### src/hw/rtl/aftp_pkg.sv
// ----------------------------------------------------------------------------
// aftp_pkg: shared types and constants of the affinity fair task picker
// Holds the table sizes, the item codes, the controller commands and the
// command and status bundles between controller and datapath.
// ----------------------------------------------------------------------------
package aftp_pkg;

	localparam int NUM_SLOTS  = 16;
	localparam int SLOT_W     = 4;
	localparam int QLEN_W     = 5;
	localparam int CPU_W      = 2;
	localparam int AFF_W      = 4;
	localparam int GRP_W      = 16;
	localparam int WL_W       = 16;
	localparam int NICE_W     = 8;
	localparam int SLICE_W    = 9;
	localparam int HIST_DEPTH = 400;
	localparam int HPTR_W     = 9;

	// Shared restoring divider: dividend, divisor and step counter widths.
	localparam int DIV_W     = 18;
	localparam int DVS_W     = 17;
	localparam int DIV_STEPS = 18;
	localparam int CNT_W     = 5;

	localparam logic [SLICE_W-1:0] SLICE_MAX = '1;
	localparam logic [SLICE_W-1:0] NICE_BASE = SLICE_W'(10);

	// Division by ten as a multiply by ceil(2^21 / 10) and a shift by 21.
	// The result is exact for every dividend below 2^18.
	localparam logic [DIV_W-1:0] TEN_RECIP = DIV_W'(209716);
	localparam int               TEN_SHIFT = 21;

	typedef enum logic [1:0] {
		MODE_UPDATE = 2'd0,
		MODE_APPEND = 2'd1,
		MODE_REMOVE = 2'd2,
		MODE_PICK   = 2'd3
	} mode_t;

	typedef enum logic [1:0] {
		ST_OK   = 2'd0,
		ST_NONE = 2'd1,
		ST_DUP  = 2'd2,
		ST_NOTQ = 2'd3
	} stat_t;

	// Controller states; the current state is also the datapath command.
	typedef enum logic [3:0] {
		OP_IDLE,
		OP_EXEC,
		OP_FIND,
		OP_SHIFT,
		OP_SCAN,
		OP_DIV_A,
		OP_MUL,
		OP_DIV_B,
		OP_CMP,
		OP_FALL,
		OP_PSEL,
		OP_HRD,
		OP_HDEC,
		OP_HINC,
		OP_RESP
	} op_t;

	typedef struct packed {
		op_t  op;
		logic load;
		logic res_load;
	} cmd_t;

	typedef struct packed {
		mode_t mode;
		logic  queued_hit;
		logic  idx_end;
		logic  eligible;
		logic  fall_hit;
		logic  find_hit;
		logic  shift_last;
		logic  div_last;
		logic  found;
	} sts_t;

endpackage

### src/hw/rtl/aftp_ctrl.sv
// ----------------------------------------------------------------------------
// aftp_ctrl: controller of the affinity fair task picker
// Sequences each item through the datapath and owns the input and output
// handshakes.
// ----------------------------------------------------------------------------
module aftp_ctrl (
	input  logic            clk,
	input  logic            arst_n,
	input  logic            in_valid,
	output logic            in_stall,
	output logic            out_valid,
	input  logic            out_stall,
	input  aftp_pkg::sts_t  sts,
	output aftp_pkg::cmd_t  cmd
);

	aftp_pkg::op_t state_q, state_d;
	logic          out_valid_q;

	always_ff @(posedge clk or negedge arst_n) begin
		if (!arst_n) begin
			state_q     <= aftp_pkg::OP_IDLE;
			out_valid_q <= 1'b0;
		end else begin
			state_q <= state_d;
			if (cmd.res_load) begin
				out_valid_q <= 1'b1;
			end else if (!out_stall) begin
				out_valid_q <= 1'b0;
			end
		end
	end

	always_comb begin
		state_d      = state_q;
		cmd.op       = state_q;
		cmd.load     = 1'b0;
		cmd.res_load = 1'b0;
		unique case (state_q)
			aftp_pkg::OP_IDLE: begin
				if (in_valid) begin
					cmd.load = 1'b1;
					state_d  = aftp_pkg::OP_EXEC;
				end
			end
			aftp_pkg::OP_EXEC: begin
				unique case (sts.mode)
					aftp_pkg::MODE_REMOVE:
						state_d = sts.queued_hit ? aftp_pkg::OP_FIND : aftp_pkg::OP_RESP;
					aftp_pkg::MODE_PICK: state_d = aftp_pkg::OP_SCAN;
					default: state_d = aftp_pkg::OP_RESP;
				endcase
			end
			aftp_pkg::OP_FIND: begin
				if (sts.find_hit) state_d = aftp_pkg::OP_SHIFT;
			end
			aftp_pkg::OP_SHIFT: begin
				if (sts.shift_last) begin
					state_d = (sts.mode == aftp_pkg::MODE_PICK) ? aftp_pkg::OP_HRD
						: aftp_pkg::OP_RESP;
				end
			end
			aftp_pkg::OP_SCAN: begin
				if (sts.idx_end) begin
					state_d = sts.found ? aftp_pkg::OP_PSEL : aftp_pkg::OP_FALL;
				end else if (sts.eligible) begin
					state_d = aftp_pkg::OP_DIV_A;
				end
			end
			aftp_pkg::OP_DIV_A: begin
				if (sts.div_last) state_d = aftp_pkg::OP_MUL;
			end
			aftp_pkg::OP_MUL:   state_d = aftp_pkg::OP_DIV_B;
			aftp_pkg::OP_DIV_B: state_d = aftp_pkg::OP_CMP;
			aftp_pkg::OP_CMP:   state_d = aftp_pkg::OP_SCAN;
			aftp_pkg::OP_FALL: begin
				if (sts.idx_end) begin
					state_d = aftp_pkg::OP_RESP;
				end else if (sts.fall_hit) begin
					state_d = aftp_pkg::OP_PSEL;
				end
			end
			aftp_pkg::OP_PSEL:  state_d = aftp_pkg::OP_SHIFT;
			aftp_pkg::OP_HRD:   state_d = aftp_pkg::OP_HDEC;
			aftp_pkg::OP_HDEC:  state_d = aftp_pkg::OP_HINC;
			aftp_pkg::OP_HINC:  state_d = aftp_pkg::OP_RESP;
			aftp_pkg::OP_RESP: begin
				if (!out_valid_q || !out_stall) begin
					cmd.res_load = 1'b1;
					state_d      = aftp_pkg::OP_IDLE;
				end
			end
			default: state_d = aftp_pkg::OP_IDLE;
		endcase
	end

	assign in_stall  = (state_q != aftp_pkg::OP_IDLE);
	assign out_valid = out_valid_q;

endmodule

### src/hw/rtl/aftp_dp.sv
// ----------------------------------------------------------------------------
// aftp_dp: datapath of the affinity fair task picker
// Task table, ready queue, history ring memory, shared divider and the
// result registers.
// ----------------------------------------------------------------------------
module aftp_dp (
	input  logic                              clk,
	input  logic                              arst_n,
	input  aftp_pkg::cmd_t                    cmd,
	output aftp_pkg::sts_t                    sts,
	input  logic [1:0]                        mode,
	input  logic [aftp_pkg::SLOT_W-1:0]       slot,
	input  logic [aftp_pkg::CPU_W-1:0]        cpu,
	input  logic [aftp_pkg::GRP_W-1:0]        group_number,
	input  logic [aftp_pkg::WL_W-1:0]         workload,
	input  logic [aftp_pkg::NICE_W-1:0]       niceness,
	input  logic [aftp_pkg::AFF_W-1:0]        cpu_mask,
	input  logic                              kernel_task,
	output logic [1:0]                        status,
	output logic [aftp_pkg::SLOT_W-1:0]       picked_slot,
	output logic [aftp_pkg::SLICE_W-1:0]      picked_slices
);

	localparam int NS = aftp_pkg::NUM_SLOTS;

	// Captured item.
	aftp_pkg::mode_t                   mode_q;
	logic [aftp_pkg::SLOT_W-1:0]       slot_q;
	logic [aftp_pkg::CPU_W-1:0]        cpu_q;
	logic [aftp_pkg::GRP_W-1:0]        grp_in_q;
	logic [aftp_pkg::WL_W-1:0]         wl_in_q;
	logic [aftp_pkg::NICE_W-1:0]       nice_in_q;
	logic [aftp_pkg::AFF_W-1:0]        aff_in_q;
	logic                              kern_in_q;

	// Task table and ready queue.
	logic [aftp_pkg::GRP_W-1:0]   grp_q   [NS];
	logic [aftp_pkg::WL_W-1:0]    wl_q    [NS];
	logic [aftp_pkg::NICE_W-1:0]  nice_q  [NS];
	logic [aftp_pkg::AFF_W-1:0]   aff_q   [NS];
	logic [NS-1:0]                kern_q;
	logic [aftp_pkg::SLICE_W-1:0] slc_q   [NS];
	logic [NS-1:0]                queued_q;
	logic [aftp_pkg::SLOT_W-1:0]  queue_q [NS];
	logic [aftp_pkg::QLEN_W-1:0]  qlen_q;

	// History ring; valid entries are those below the pointer until it wraps.
	logic [aftp_pkg::SLOT_W-1:0]  hist_mem [aftp_pkg::HIST_DEPTH];
	logic [aftp_pkg::SLOT_W-1:0]  hist_rd_q;
	logic [aftp_pkg::HPTR_W-1:0]  hptr_q;
	logic                         hfull_q;

	// Scan state.
	logic [aftp_pkg::QLEN_W-1:0]  idx_q;
	logic [aftp_pkg::SLOT_W-1:0]  best_pos_q;
	logic [aftp_pkg::GRP_W-1:0]   best_grp_q;
	logic [aftp_pkg::DIV_W-1:0]   best_load_q;
	logic                         found_q;
	logic [aftp_pkg::SLOT_W-1:0]  drop_q;

	// Divider.
	logic [aftp_pkg::DVS_W-1:0]   rem_q;
	logic [aftp_pkg::DIV_W-1:0]   quo_q;
	logic [aftp_pkg::DVS_W-1:0]   dvs_q;
	logic [aftp_pkg::CNT_W-1:0]   cnt_q;

	// Result.
	aftp_pkg::stat_t              st_q;
	logic [aftp_pkg::SLOT_W-1:0]  pslot_q;
	logic [aftp_pkg::SLICE_W-1:0] pl_q;
	logic [1:0]                   res_st_q;
	logic [aftp_pkg::SLOT_W-1:0]  res_slot_q;
	logic [aftp_pkg::SLICE_W-1:0] res_slc_q;

	logic [aftp_pkg::SLOT_W-1:0]  qaddr;
	logic [aftp_pkg::SLOT_W-1:0]  qrd;
	logic [aftp_pkg::SLOT_W-1:0]  taddr;
	logic [aftp_pkg::DIV_W-1:0]   div_sh;
	logic                         div_ge;
	logic [aftp_pkg::DIV_W-1:0]   prod;
	logic [2*aftp_pkg::DIV_W-1:0] scaled;
	logic                         better;
	logic                         idx_in_q;

	assign idx_in_q = (idx_q < qlen_q);

	// One queue read address per cycle.
	always_comb begin
		case (cmd.op)
			aftp_pkg::OP_SHIFT: qaddr = aftp_pkg::SLOT_W'(idx_q + 1'b1);
			aftp_pkg::OP_PSEL:  qaddr = best_pos_q;
			default:            qaddr = idx_q[aftp_pkg::SLOT_W-1:0];
		endcase
	end
	assign qrd = queue_q[qaddr];

	// One task table read address per cycle.
	always_comb begin
		case (cmd.op)
			aftp_pkg::OP_HDEC: taddr = hist_rd_q;
			aftp_pkg::OP_HINC: taddr = pslot_q;
			aftp_pkg::OP_EXEC: taddr = slot_q;
			default:           taddr = qrd;
		endcase
	end

	assign div_sh = {rem_q, quo_q[aftp_pkg::DIV_W-1]};
	assign div_ge = (div_sh >= {1'b0, dvs_q});
	assign prod   = aftp_pkg::DIV_W'(quo_q[aftp_pkg::SLICE_W-1:0])
		* aftp_pkg::DIV_W'(aftp_pkg::NICE_BASE + aftp_pkg::SLICE_W'(nice_q[taddr]));
	assign scaled = {{aftp_pkg::DIV_W{1'b0}}, quo_q}
		* {{aftp_pkg::DIV_W{1'b0}}, aftp_pkg::TEN_RECIP};
	assign better = !found_q || (grp_q[taddr] < best_grp_q)
		|| ((grp_q[taddr] == best_grp_q) && (quo_q < best_load_q));

	always_comb begin
		sts.mode       = mode_q;
		sts.queued_hit = queued_q[slot_q];
		sts.idx_end    = !idx_in_q;
		sts.eligible   = !kern_q[taddr] && aff_q[taddr][cpu_q];
		sts.fall_hit   = aff_q[taddr][cpu_q];
		sts.find_hit   = (qrd == slot_q);
		sts.shift_last = !((idx_q + 1'b1) < qlen_q);
		sts.div_last   = (cnt_q == aftp_pkg::CNT_W'(aftp_pkg::DIV_STEPS - 1));
		sts.found      = found_q;
	end

	// History memory: write on the increment step, read every cycle.
	always_ff @(posedge clk) begin
		if (cmd.op == aftp_pkg::OP_HINC) hist_mem[hptr_q] <= pslot_q;
		hist_rd_q <= hist_mem[hptr_q];
	end

	// Payload registers without reset.
	always_ff @(posedge clk) begin
		if (cmd.load) begin
			mode_q    <= aftp_pkg::mode_t'(mode);
			slot_q    <= slot;
			cpu_q     <= cpu;
			grp_in_q  <= group_number;
			wl_in_q   <= workload;
			nice_in_q <= niceness;
			aff_in_q  <= cpu_mask;
			kern_in_q <= kernel_task;
		end
		if (cmd.res_load) begin
			res_st_q   <= st_q;
			res_slot_q <= pslot_q;
			res_slc_q  <= pl_q;
		end
		case (cmd.op)
			aftp_pkg::OP_SCAN: begin
				rem_q <= '0;
				quo_q <= aftp_pkg::DIV_W'(slc_q[taddr]);
				dvs_q <= aftp_pkg::DVS_W'(wl_q[taddr]) + 1'b1;
				cnt_q <= '0;
			end
			aftp_pkg::OP_MUL: begin
				quo_q <= prod;
			end
			aftp_pkg::OP_DIV_A: begin
				rem_q <= div_ge ? aftp_pkg::DVS_W'(div_sh - {1'b0, dvs_q})
					: div_sh[aftp_pkg::DVS_W-1:0];
				quo_q <= {quo_q[aftp_pkg::DIV_W-2:0], div_ge};
				cnt_q <= cnt_q + 1'b1;
			end
			aftp_pkg::OP_DIV_B: begin
				quo_q <= aftp_pkg::DIV_W'(scaled[2*aftp_pkg::DIV_W-1:aftp_pkg::TEN_SHIFT]);
			end
			default: ;
		endcase
	end

	always_ff @(posedge clk or negedge arst_n) begin
		if (!arst_n) begin
			for (int i = 0; i < NS; i++) begin
				grp_q[i]   <= '0;
				wl_q[i]    <= '0;
				nice_q[i]  <= '0;
				aff_q[i]   <= '0;
				slc_q[i]   <= '0;
				queue_q[i] <= '0;
			end
			kern_q      <= '0;
			queued_q    <= '0;
			qlen_q      <= '0;
			hptr_q      <= '0;
			hfull_q     <= 1'b0;
			idx_q       <= '0;
			best_pos_q  <= '0;
			best_grp_q  <= '0;
			best_load_q <= '0;
			found_q     <= 1'b0;
			drop_q      <= '0;
			st_q        <= aftp_pkg::ST_OK;
			pslot_q     <= '0;
			pl_q        <= '0;
		end else begin
			if (cmd.load) begin
				st_q    <= aftp_pkg::ST_OK;
				pslot_q <= '0;
				pl_q    <= '0;
				found_q <= 1'b0;
				idx_q   <= '0;
			end
			case (cmd.op)
				aftp_pkg::OP_EXEC: begin
					unique case (mode_q)
						aftp_pkg::MODE_UPDATE: begin
							grp_q[slot_q]  <= grp_in_q;
							wl_q[slot_q]   <= wl_in_q;
							nice_q[slot_q] <= nice_in_q;
							aff_q[slot_q]  <= aff_in_q;
							kern_q[slot_q] <= kern_in_q;
						end
						aftp_pkg::MODE_APPEND: begin
							if (queued_q[slot_q]) begin
								st_q <= aftp_pkg::ST_DUP;
							end else if (qlen_q < aftp_pkg::QLEN_W'(NS)) begin
								queue_q[qlen_q[aftp_pkg::SLOT_W-1:0]] <= slot_q;
								qlen_q           <= qlen_q + 1'b1;
								queued_q[slot_q] <= 1'b1;
							end
						end
						aftp_pkg::MODE_REMOVE: begin
							if (!queued_q[slot_q]) st_q <= aftp_pkg::ST_NOTQ;
							drop_q <= slot_q;
						end
						default: ;
					endcase
				end
				aftp_pkg::OP_FIND: begin
					if (qrd != slot_q) idx_q <= idx_q + 1'b1;
				end
				aftp_pkg::OP_SHIFT: begin
					if ((idx_q + 1'b1) < qlen_q) begin
						queue_q[idx_q[aftp_pkg::SLOT_W-1:0]] <= qrd;
						idx_q <= idx_q + 1'b1;
					end else begin
						qlen_q           <= qlen_q - 1'b1;
						queued_q[drop_q] <= 1'b0;
					end
				end
				aftp_pkg::OP_SCAN: begin
					if (!idx_in_q) begin
						idx_q <= '0;
					end else if (kern_q[taddr] || !aff_q[taddr][cpu_q]) begin
						idx_q <= idx_q + 1'b1;
					end
				end
				aftp_pkg::OP_CMP: begin
					if (better) begin
						found_q     <= 1'b1;
						best_pos_q  <= idx_q[aftp_pkg::SLOT_W-1:0];
						best_grp_q  <= grp_q[taddr];
						best_load_q <= quo_q;
					end
					idx_q <= idx_q + 1'b1;
				end
				aftp_pkg::OP_FALL: begin
					if (!idx_in_q) begin
						st_q <= aftp_pkg::ST_NONE;
					end else if (aff_q[taddr][cpu_q]) begin
						found_q    <= 1'b1;
						best_pos_q <= idx_q[aftp_pkg::SLOT_W-1:0];
					end else begin
						idx_q <= idx_q + 1'b1;
					end
				end
				aftp_pkg::OP_PSEL: begin
					idx_q   <= aftp_pkg::QLEN_W'(best_pos_q);
					drop_q  <= qrd;
					pslot_q <= qrd;
				end
				aftp_pkg::OP_HDEC: begin
					if (hfull_q && (slc_q[taddr] != '0)) slc_q[taddr] <= slc_q[taddr] - 1'b1;
				end
				aftp_pkg::OP_HINC: begin
					if (slc_q[taddr] != aftp_pkg::SLICE_MAX) begin
						slc_q[taddr] <= slc_q[taddr] + 1'b1;
						pl_q         <= slc_q[taddr] + 1'b1;
					end else begin
						pl_q <= slc_q[taddr];
					end
					if (hptr_q == aftp_pkg::HPTR_W'(aftp_pkg::HIST_DEPTH - 1)) begin
						hptr_q  <= '0;
						hfull_q <= 1'b1;
					end else begin
						hptr_q <= hptr_q + 1'b1;
					end
				end
				default: ;
			endcase
		end
	end

	assign status        = res_st_q;
	assign picked_slot   = res_slot_q;
	assign picked_slices = res_slc_q;

	a_qlen_matches_flags: assert property (@(posedge clk) disable iff (!arst_n)
		(cmd.op == aftp_pkg::OP_IDLE) |-> ($countones(queued_q) == 32'(qlen_q)))
		else $error("queue length disagrees with queued flags");

	a_qlen_bound: assert property (@(posedge clk) disable iff (!arst_n)
		qlen_q <= aftp_pkg::QLEN_W'(NS))
		else $error("queue length beyond table size");

	a_hptr_bound: assert property (@(posedge clk) disable iff (!arst_n)
		hptr_q < aftp_pkg::HPTR_W'(aftp_pkg::HIST_DEPTH))
		else $error("history pointer out of range");

	a_pick_leaves_queue: assert property (@(posedge clk) disable iff (!arst_n)
		(cmd.op == aftp_pkg::OP_HINC) |-> !queued_q[pslot_q])
		else $error("picked slot still queued");

endmodule

### src/hw/rtl/affinity_fair_task_picker.sv
// ----------------------------------------------------------------------------
// affinity_fair_task_picker: affinity aware fair task picker, one item at a time
// Update, append: execute, then respond. Remove: find the slot, close the gap
// behind it and respond. Pick: scan the queue with an 18-step divide per
// eligible queued task, fall back if none, shift the pick out, update the history.
// Reset clears table, queue and history pointer at once; no clearing pass is needed.
// ----------------------------------------------------------------------------
module affinity_fair_task_picker (
	input  logic                              clk,
	input  logic                              arst_n,
	input  logic                              in_valid,
	output logic                              in_stall,
	input  logic [1:0]                        mode,
	input  logic [aftp_pkg::SLOT_W-1:0]       slot,
	input  logic [aftp_pkg::CPU_W-1:0]        cpu,
	input  logic [aftp_pkg::GRP_W-1:0]        group_number,
	input  logic [aftp_pkg::WL_W-1:0]         workload,
	input  logic [aftp_pkg::NICE_W-1:0]       niceness,
	input  logic [aftp_pkg::AFF_W-1:0]        cpu_mask,
	input  logic                              kernel_task,
	output logic                              out_valid,
	input  logic                              out_stall,
	output logic [1:0]                        status,
	output logic [aftp_pkg::SLOT_W-1:0]       picked_slot,
	output logic [aftp_pkg::SLICE_W-1:0]      picked_slices
);

	// The controller walks each item through its steps and issues one
	// command per cycle; the datapath reports back the conditions that
	// steer the walk.
	aftp_pkg::cmd_t cmd;
	aftp_pkg::sts_t sts;

	// The controller holds the input stalled while an item is in work and
	// presents the result register to the output side.
	aftp_ctrl u_ctrl (
		.clk       (clk),
		.arst_n    (arst_n),
		.in_valid  (in_valid),
		.in_stall  (in_stall),
		.out_valid (out_valid),
		.out_stall (out_stall),
		.sts       (sts),
		.cmd       (cmd)
	);

	// The datapath holds the task table, the ready queue, the history ring
	// and the divider that computes each candidate's normalized load.
	aftp_dp u_dp (
		.clk           (clk),
		.arst_n        (arst_n),
		.cmd           (cmd),
		.sts           (sts),
		.mode          (mode),
		.slot          (slot),
		.cpu           (cpu),
		.group_number  (group_number),
		.workload      (workload),
		.niceness      (niceness),
		.cpu_mask      (cpu_mask),
		.kernel_task   (kernel_task),
		.status        (status),
		.picked_slot   (picked_slot),
		.picked_slices (picked_slices)
	);

endmodule
### config.mk
export PLATFORM = sky130hd
export DESIGN_NAME = affinity_fair_task_picker
export DESIGN_NICKNAME = d
export VERILOG_FILES = /design/src/hw/rtl/aftp_pkg.sv /design/src/hw/rtl/aftp_ctrl.sv /design/src/hw/rtl/aftp_dp.sv /design/src/hw/rtl/affinity_fair_task_picker.sv
export SDC_FILE = /design/constraint.sdc
export NUM_CORES = 2
export LEC_CHECK = 0
export ABC_CLOCK_PERIOD_IN_PS = 22100
export BUFFER_PORTS_ARGS = -buffer_cell sky130_fd_sc_hd__buf_2
export CORE_MARGIN = 4
export CORE_UTILIZATION = 30
export CTS_CLUSTER_SIZE = 30
export DETAILED_ROUTE_END_ITERATION = 16
export SYNTH_ARGS = -nofsm -noshare
export SYNTH_HDL_FRONTEND = slang
export SYNTH_SLANG_ARGS = --single-unit
export TNS_END_PERCENT = 10
### constraint.sdc
create_clock -name clk -period 22.1 [get_ports clk]
set_input_delay 6.63 -clock clk [delete_from_list [all_inputs] [get_ports clk]]
set_output_delay 6.63 -clock clk [all_outputs]
set_load 0.005 [all_outputs]
# After elaboration in Yosys (flattened, before gate mapping)
# Memories as Yosys holds them, arrays and structs flattened. A register that Yosys moved wholly into a read port is not among the register bits.
# Index checks and enable logic that the tools add are counted.
[totals]
ram_bits = 1600
n_memories = 1
ff_bits = 1152
wordCells = 375
inputBits = 57
out_inout_bits = 17
[classes]
eq_ne = 41
multipliers = 2
order_cmp = 21
bitwise = 8
n_mux = 126
add_sub_neg = 10
reduce_logical = 39
[memory_table]
columns = ["name", "words", "width", "rd", "rd_ports_with_merged_regs", "wr", "line_no", "text"]
rows = [
  ["u_dp.hist_mem", 400, 4, 1, 1, 1, "aftp_dp.sv:48", "logic [aftp_pkg::SLOT_W-1:0] hist_mem [aftp_pkg::HIST_DEPTH];"],
]
[ops]
columns = ["op", "n"]
rows = [
  ["$bwmux 256", 2],
  ["$bwmux 144", 2],
  ["$mux 144", 2],
  ["$pmux 144 s2", 1],
  ["$mux 64", 4],
  ["$bwmux 64", 3],
  ["$mux 16", 9],
  ["$bmux 16 s4", 2],
  ["$bwmux 128", 1],
  ["$pmux 64 s2", 1],
  ["$mux 4", 23],
  ["$pmux 18 s4", 1],
  ["$demux 16 s4", 1],
  ["$mux 9", 7],
  ["$pmux 4 s15", 1],
  ["$mux 5", 11],
  ["$demux 4 s4", 3],
  ["$bmux 9 s4", 1],
  ["$demux 9 s4", 1],
  ["$mul 18x16->34 const B", 1],
  ["$pmux 17 s2", 1],
  ["$bmux 4 s4", 2],
  ["$bmux 8 s4", 1],
  ["$demux 8 s4", 1],
  ["66 further kinds", 165],
]

# Longest topological paths before layout
[logic_depth]
word_depth = 18
mapped_depth = 48
ltp_nobuf = 40

# Cells and area by module
# From an unflattened synthesis, not the netlist that was laid out.
[hier_totals]
hier_cells = 8498
area_unflattened_um2 = 126834.1
[modules_own_cells]
columns = ["mod", "n_inst", "cells_per_inst", "seq_area_each_um2", "area_each_um2"]
rows = [
  ["aftp_dp", 1, 8423, 77454.3, 126248.6],
  ["aftp_ctrl", 1, 75, 125.1, 585.6],
]

# Least setup slack after synthesis
# No wires, ideal clock.
[synth_path]
kind = "reg-to-reg"
startpoint = "register u_dp.pslot_q[1] in the netlist's numbering"
endpoint = "register u_dp.quo_q[17] in the netlist's numbering, data pin"
stages_incl_launch_ff = 41
n_path_buf = 7
setup_slack_ns = 9.524
required_ns = 21.835
setup_ns = 0.265
synth_period_minus_slack_ns = 12.576
t_arrival_ns = 12.312
cell_sequence = "dfrtp_1 > a222oi_1 > inv_1 > o211a_4 > buf_6 > buf_6 > buf_4 > buf_4 > buf_4 > buf_2 > nand2_1 > nand3_1 > nand3_1 > a31oi_1 > clkbuf_1 > ha_1 > o2111ai_1 > xor2_1 > [5 not listed] > fa_1 > fa_1 > inv_1 > ha_1 > inv_1 > o21bai_1 > a21oi_1 > o21bai_1 > a21oi_1 > o21bai_1 > a21oi_1 > o21bai_1 > a21oi_1 > o21bai_1 > a21oi_1 > xnor2_1 > nand2_1 > o21ai_0"
[synth_between]
elab_chain_len = 8
[synth_rtl]
columns = ["item", "line_no", "text"]
rows = [
  ["start, declared", "aftp_dp.sv:69", "logic [aftp_pkg::SLOT_W-1:0] pslot_q;"],
  ["start signal, assigned", "aftp_dp.sv:273", "pslot_q <= qrd;"],
  ["$pmux 4 s3", "aftp_dp.sv:99", "case (cmd.op)"],
  ["$not 4->5 (implied by the code)", "aftp_dp.sv:110", "* aftp_pkg::DIV_W'(aftp_pkg::NICE_BASE + aftp_pkg::SLICE_W'(nice_q[taddr]));"],
  ["$bmux 8 s4", "aftp_dp.sv:110", ""],
  ["$mux 8 (implied by the code) (2 in series)", "aftp_dp.sv:110", ""],
  ["$add 4x8->9", "aftp_dp.sv:110", ""],
  ["$mul 9x18->18", "aftp_dp.sv:110", ""],
  ["$pmux 18 s4", "aftp_dp.sv:151", "case (cmd.op)"],
  ["end signal, assigned", "aftp_dp.sv:154", "quo_q <= aftp_pkg::DIV_W'(slc_q[taddr]);"],
  ["end signal, assigned", "aftp_dp.sv:159", "quo_q <= prod;"],
  ["end signal, assigned", "aftp_dp.sv:164", "quo_q <= {quo_q[aftp_pkg::DIV_W-2:0], div_ge};"],
  ["end, declared", "aftp_dp.sv:63", "logic [aftp_pkg::DIV_W-1:0] quo_q;"],
]
# No other way between the ends. The select of a mux whose other input is x is not followed.
# A chain may end at the register's enable or synchronous reset.

# Final worst setup path
[layout_path]
startpoint = "register u_ctrl.state_q[3]"
endpoint = "register u_dp.quo_q[17] in the netlist's numbering, data pin"
[layout_between]
elab_chain_len = 14
word_cells_on_any_way = 22
classes_between = "1 x add/sub; 1 x mul; 9 x eq/ne; 9 x mux; 2 x bitwise"
[layout_rtl]
columns = ["item", "line_no", "text"]
rows = [
  ["start, declared", "aftp_ctrl.sv:17", "aftp_pkg::op_t state_q, state_d;"],
  ["start signal, assigned", "aftp_ctrl.sv:22", "state_q <= aftp_pkg::OP_IDLE;"],
  ["start signal, assigned", "aftp_ctrl.sv:25", "state_q <= state_d;"],
  ["$eq 4x4->1 / $eq 4x2->1 (equally long branches)", "aftp_dp.sv:89", "case (cmd.op)"],
  ["$pmux 4 s2", "aftp_dp.sv:89", ""],
  ["$not 4->5 (implied by the code)", "aftp_dp.sv:95", "assign qrd = queue_q[qaddr];"],
  ["$bmux 4 s4", "aftp_dp.sv:95", ""],
  ["$mux 4 (implied by the code) (2 in series)", "aftp_dp.sv:95", ""],
  ["$pmux 4 s3", "aftp_dp.sv:99", ""],
  ["$not 4->5 (implied by the code)", "aftp_dp.sv:110", ""],
  ["$bmux 8 s4", "aftp_dp.sv:110", ""],
  ["$mux 8 (implied by the code) (2 in series)", "aftp_dp.sv:110", ""],
  ["$add 4x8->9", "aftp_dp.sv:110", ""],
  ["$mul 9x18->18", "aftp_dp.sv:110", ""],
  ["$pmux 18 s4 (*)", "aftp_dp.sv:151", ""],
]
# Every way passes the cells marked *; elsewhere a longest branch is shown, timed or not. The select of a mux whose other input is x is not followed.

==> impl_metrics.env <==
export IMPL_final_antenna_net_count=0
export IMPL_routed_via_count=73900
export IMPL_skew_ps=89.7
export IMPL_slew_headroom_pct=8.39
export IMPL_met1_usage_pct=20.5
export IMPL_final_min_period_over_clock_period_pct=57.5
export IMPL_finalNetCount=9017
export IMPL_synthCells=8633
export IMPL_endpoint_kind="register"
export IMPL_synth_area_leaders="sky130_fd_sc_hd__edfxtp_1 (41%), sky130_fd_sc_hd__dfrtp_1 (20%), sky130_fd_sc_hd__mux4_2 (9.4%)"
export IMPL_floorplan_die_width_um=658
export IMPL_dp_final_hpwl_mm=197
export IMPL_fp_dieArea_sq_um=433000
export IMPL_finalWorstPathRequiredPeriod_ps=12700
export IMPL_cts_max_level=5
export IMPL_gp_routability_congestion=0.873
export IMPL_use_met3_pct=2.42
export IMPL_layout_drive_gt1_share_pct=24.5
export IMPL_grt_use_met2_pct=24.2
export IMPL_yosys_warnings=0
export IMPL_worst_path_largest_cell_delay_ps=960
export IMPL_ys_dominant_reg_cell="sky130_fd_sc_hd__edfxtp_1"
export IMPL_port_buffers=73
export IMPL_ctsHoldBuffers=0
export IMPL_worst_skew_pair_late_latency_ps=880
export IMPL_cts_sink_count=2756
export IMPL_cp_arrival_ps=13220
export IMPL_pin_count_of_the_biggest_net_entering_global_routing=127
export IMPL_hp_class="register to register"
export IMPL_overall_die_height_um=658
export IMPL_cts_tree="built"
export IMPL_i_o_pin_count=74
export IMPL_cp_start_kind="register"
export IMPL_synth_top_cells_by_count="sky130_fd_sc_hd__edfxtp_1 (1725), sky130_fd_sc_hd__dfrtp_1 (1027), sky130_fd_sc_hd__mux2_2 (869)"
export IMPL_cp_data_required_time_ps=22620
export IMPL_synthArstFlopShare_pct=37.3
export IMPL_grt_util_all_layers_pct=14.8
export IMPL_rsz0062_at_grt="false"
export IMPL_path_delay_family="compound AO/OA/AOI/OAI gates"
export IMPL_coreArea_sq_um=421000
export IMPL_final_hold_viol_count=0
export IMPL_synth_edf_count=1725
export IMPL_portion_of_the_post_synthesis_area_used_by_sequential_elements_pct=61.2
export IMPL_routed_wl_mm=330
export IMPL_grt_first_pass_wirelength_mm=497
export IMPL_yosysTopAreaCellShare_pct=40.8
export IMPL_ys_types=120
export IMPL_cp_buffers_inverters=6
export IMPL_count_of_final_max_slew_check_failures=0
export IMPL_ys_ff_latch=2756
export IMPL_synth_top_area_cell="sky130_fd_sc_hd__edfxtp_1"
export IMPL_finish_utilization_pct=33.8
export IMPL_worst_setup_path_type="register to register"
export IMPL_flow_area_growth_from_synthesis_pct=12.0
export IMPL_tightestPinTransition_ps=1370
export IMPL_floorplan_initialDensity_pct=30.2
export IMPL_path_common_cell="sky130_fd_sc_hd__a21oi_1"
export IMPL_ctsResizeCount=0
export IMPL_clock_tree_buffer_depth=4
export IMPL_route_detailed_vias_per_inst=5.13
export IMPL_slowest_cell_on_the_critical_path="sky130_fd_sc_hd__a31oi_1"
export IMPL_postSynthNetCount=9093
export IMPL_rows=238
export IMPL_syn_area_per_cell_sq_um=14.7
export IMPL_top_usage_layer="met2"
export IMPL_drt_initial_drc_count=7008
export IMPL_worst_reg2reg_path_depth=40
export IMPL_wl_per_cell_um=22.9
export IMPL_drc=0
export IMPL_setup_viol=0
export IMPL_grt_antenna_before_repair=18
export IMPL_most_repeated_cell_in_the_gate_level_netlist_after_synthesis="sky130_fd_sc_hd__edfxtp_1"
export IMPL_fin_setup_tns_ps=0
export IMPL_cp_num_cells=40
export IMPL_cts_reportedPaths_clkPinSlew_ps=60
export IMPL_final_critical_path_setup_slack_ps=9400
export IMPL_dp_worst_setup_slack_ps=9320
export IMPL_status="finished clean"
export IMPL_synthesis_area_sq_um=127000
export IMPL_detailedRoute_firstPassIterationCount=7
export IMPL_timing_hold_ws_ps=457
export IMPL_grt_pass1_vias=75800
export IMPL_maximum_fanout_along_the_worst_path=68
export IMPL_maxCapViolations=0
export IMPL_hold_path_depth=0
export IMPL_globalRoute_totalOverflow=0
export IMPL_fmax_mhz=78.8
export IMPL_postCtsSetupBuffers=0
export IMPL_cts_buffers=280
export IMPL_root_buffer="sky130_fd_sc_hd__clkbuf_16"
state kept, by name, summed over array words and instances, names as in the netlist, 18 cells and up:
signal	flops
u_dp.hist_mem	1600
u_dp.nice_q	128
u_dp.best_load_q	18
u_dp.quo_q	18
u_dp.wl_q	256
u_dp.grp_q	256
u_dp.aff_q	64
u_dp.queue_q	64
u_dp.slc_q	144
worst register-to-register path, delay by kind of cell (launching register included):
family | cells | cell delay, ps
adder cells (fa/ha/maj) | 5 | 2040
flip-flops | 1 | 910
multiplexers | 1 | 460
buffers and inverters | 6 | 2180
AND/OR/NAND/NOR | 8 | 1650
XOR/XNOR | 2 | 910
AO/OA/AOI/OAI | 18 | 4190
logic make-up after synthesis:
logic type | count (synthesis) | share of synthesized area (%)
compound gates | 712 | 3.82
xor+xnor | 85 | 0.593
fa+ha+maj | 403 | 4.84
buf+inv | 905 | 3.02
flops | 2756 | 61.2
mux | 1605 | 18.9
simple gates | 2167 | 7.65
final cells by class:
cell class              instances  area [sq um]
multi-input cells            4972         45800
repair buffers                204          1430
clock inverters               132          1320
inverters                     343          1290
diodes                          3          7.51
flip-flops and latches       2756         77600
well taps                    5640          7060
fillers                     40200        279000
clock buffers                 359          7590
metal layers:
layer  vias up  part of all wire (%)
met2      2496                    48
li1      32000                     -
met4         8                   2.6
met3       533                   6.2
met5         -                 0.016
met1     38900                    43
cells in the final DEF (no fill, tap or decap), drive strengths merged, types with 69 or more instances in the layout:
| master | synthesis | layout |
|---|---|---|
| mux4 | 534 | 534 |
| clkinv | 4 | 96 |
| mux2i | 164 | 164 |
| a21oi | 157 | 157 |
| ha | 257 | 257 |
| nand3 | 435 | 435 |
| nand2 | 836 | 836 |
| dfrtp | 1027 | 1027 |
| inv | 339 | 346 |
| nor2 | 607 | 607 |
| clkbuf | 368 | 359 |
| mux2 | 907 | 907 |
| buf | 194 | 204 |
| fa | 146 | 146 |
| o21ai | 154 | 154 |
| a22oi | 69 | 69 |
| edfxtp | 1725 | 1725 |
through the flow:
| stage | cell area, sq um | std cells |
|---|---|---|
| 3_3_place_gp | 133000 | 13900 |
| 6_report | 142000 | 14400 |
| 3_5_place_dp | 133000 | 13900 |
| 4_1_cts | 142000 | 14400 |
| 2_1_floorplan | 127000 | 8633 |
| 5_1_grt | 142000 | 14400 |
final timing paths:
| check | start | endpoint | slack (ps) |
|---|---|---|---|
| min in group asynchronous | arst_n | u_dp.wl_q[101]$_DFFE_PN0P_ | 5840 |
| setup / recovery | u_ctrl.state_q[3]$_DFFE_PN0P_ | u_dp.quo_q[17]$_SDFFCE_PP0P_ | 9400 |
| hold / removal | u_dp.pl_q[8]$_DFFE_PN0P_ | u_dp.picked_slices[8]$_DFFE_PP_ | 460 |
| hold reg to reg | u_dp.pl_q[8]$_DFFE_PN0P_ | u_dp.picked_slices[8]$_DFFE_PP_ | 460 |
| setup reg to reg | u_ctrl.state_q[3]$_DFFE_PN0P_ | u_dp.quo_q[17]$_SDFFCE_PP0P_ | 9400 |
| max in group asynchronous | arst_n | u_dp.grp_q[200]$_DFFE_PN0P_ | 12740 |
Power is left out: the tool's default activity adds up to more than one toggle a clock period on the data nets, which glitch-free logic cannot reach.
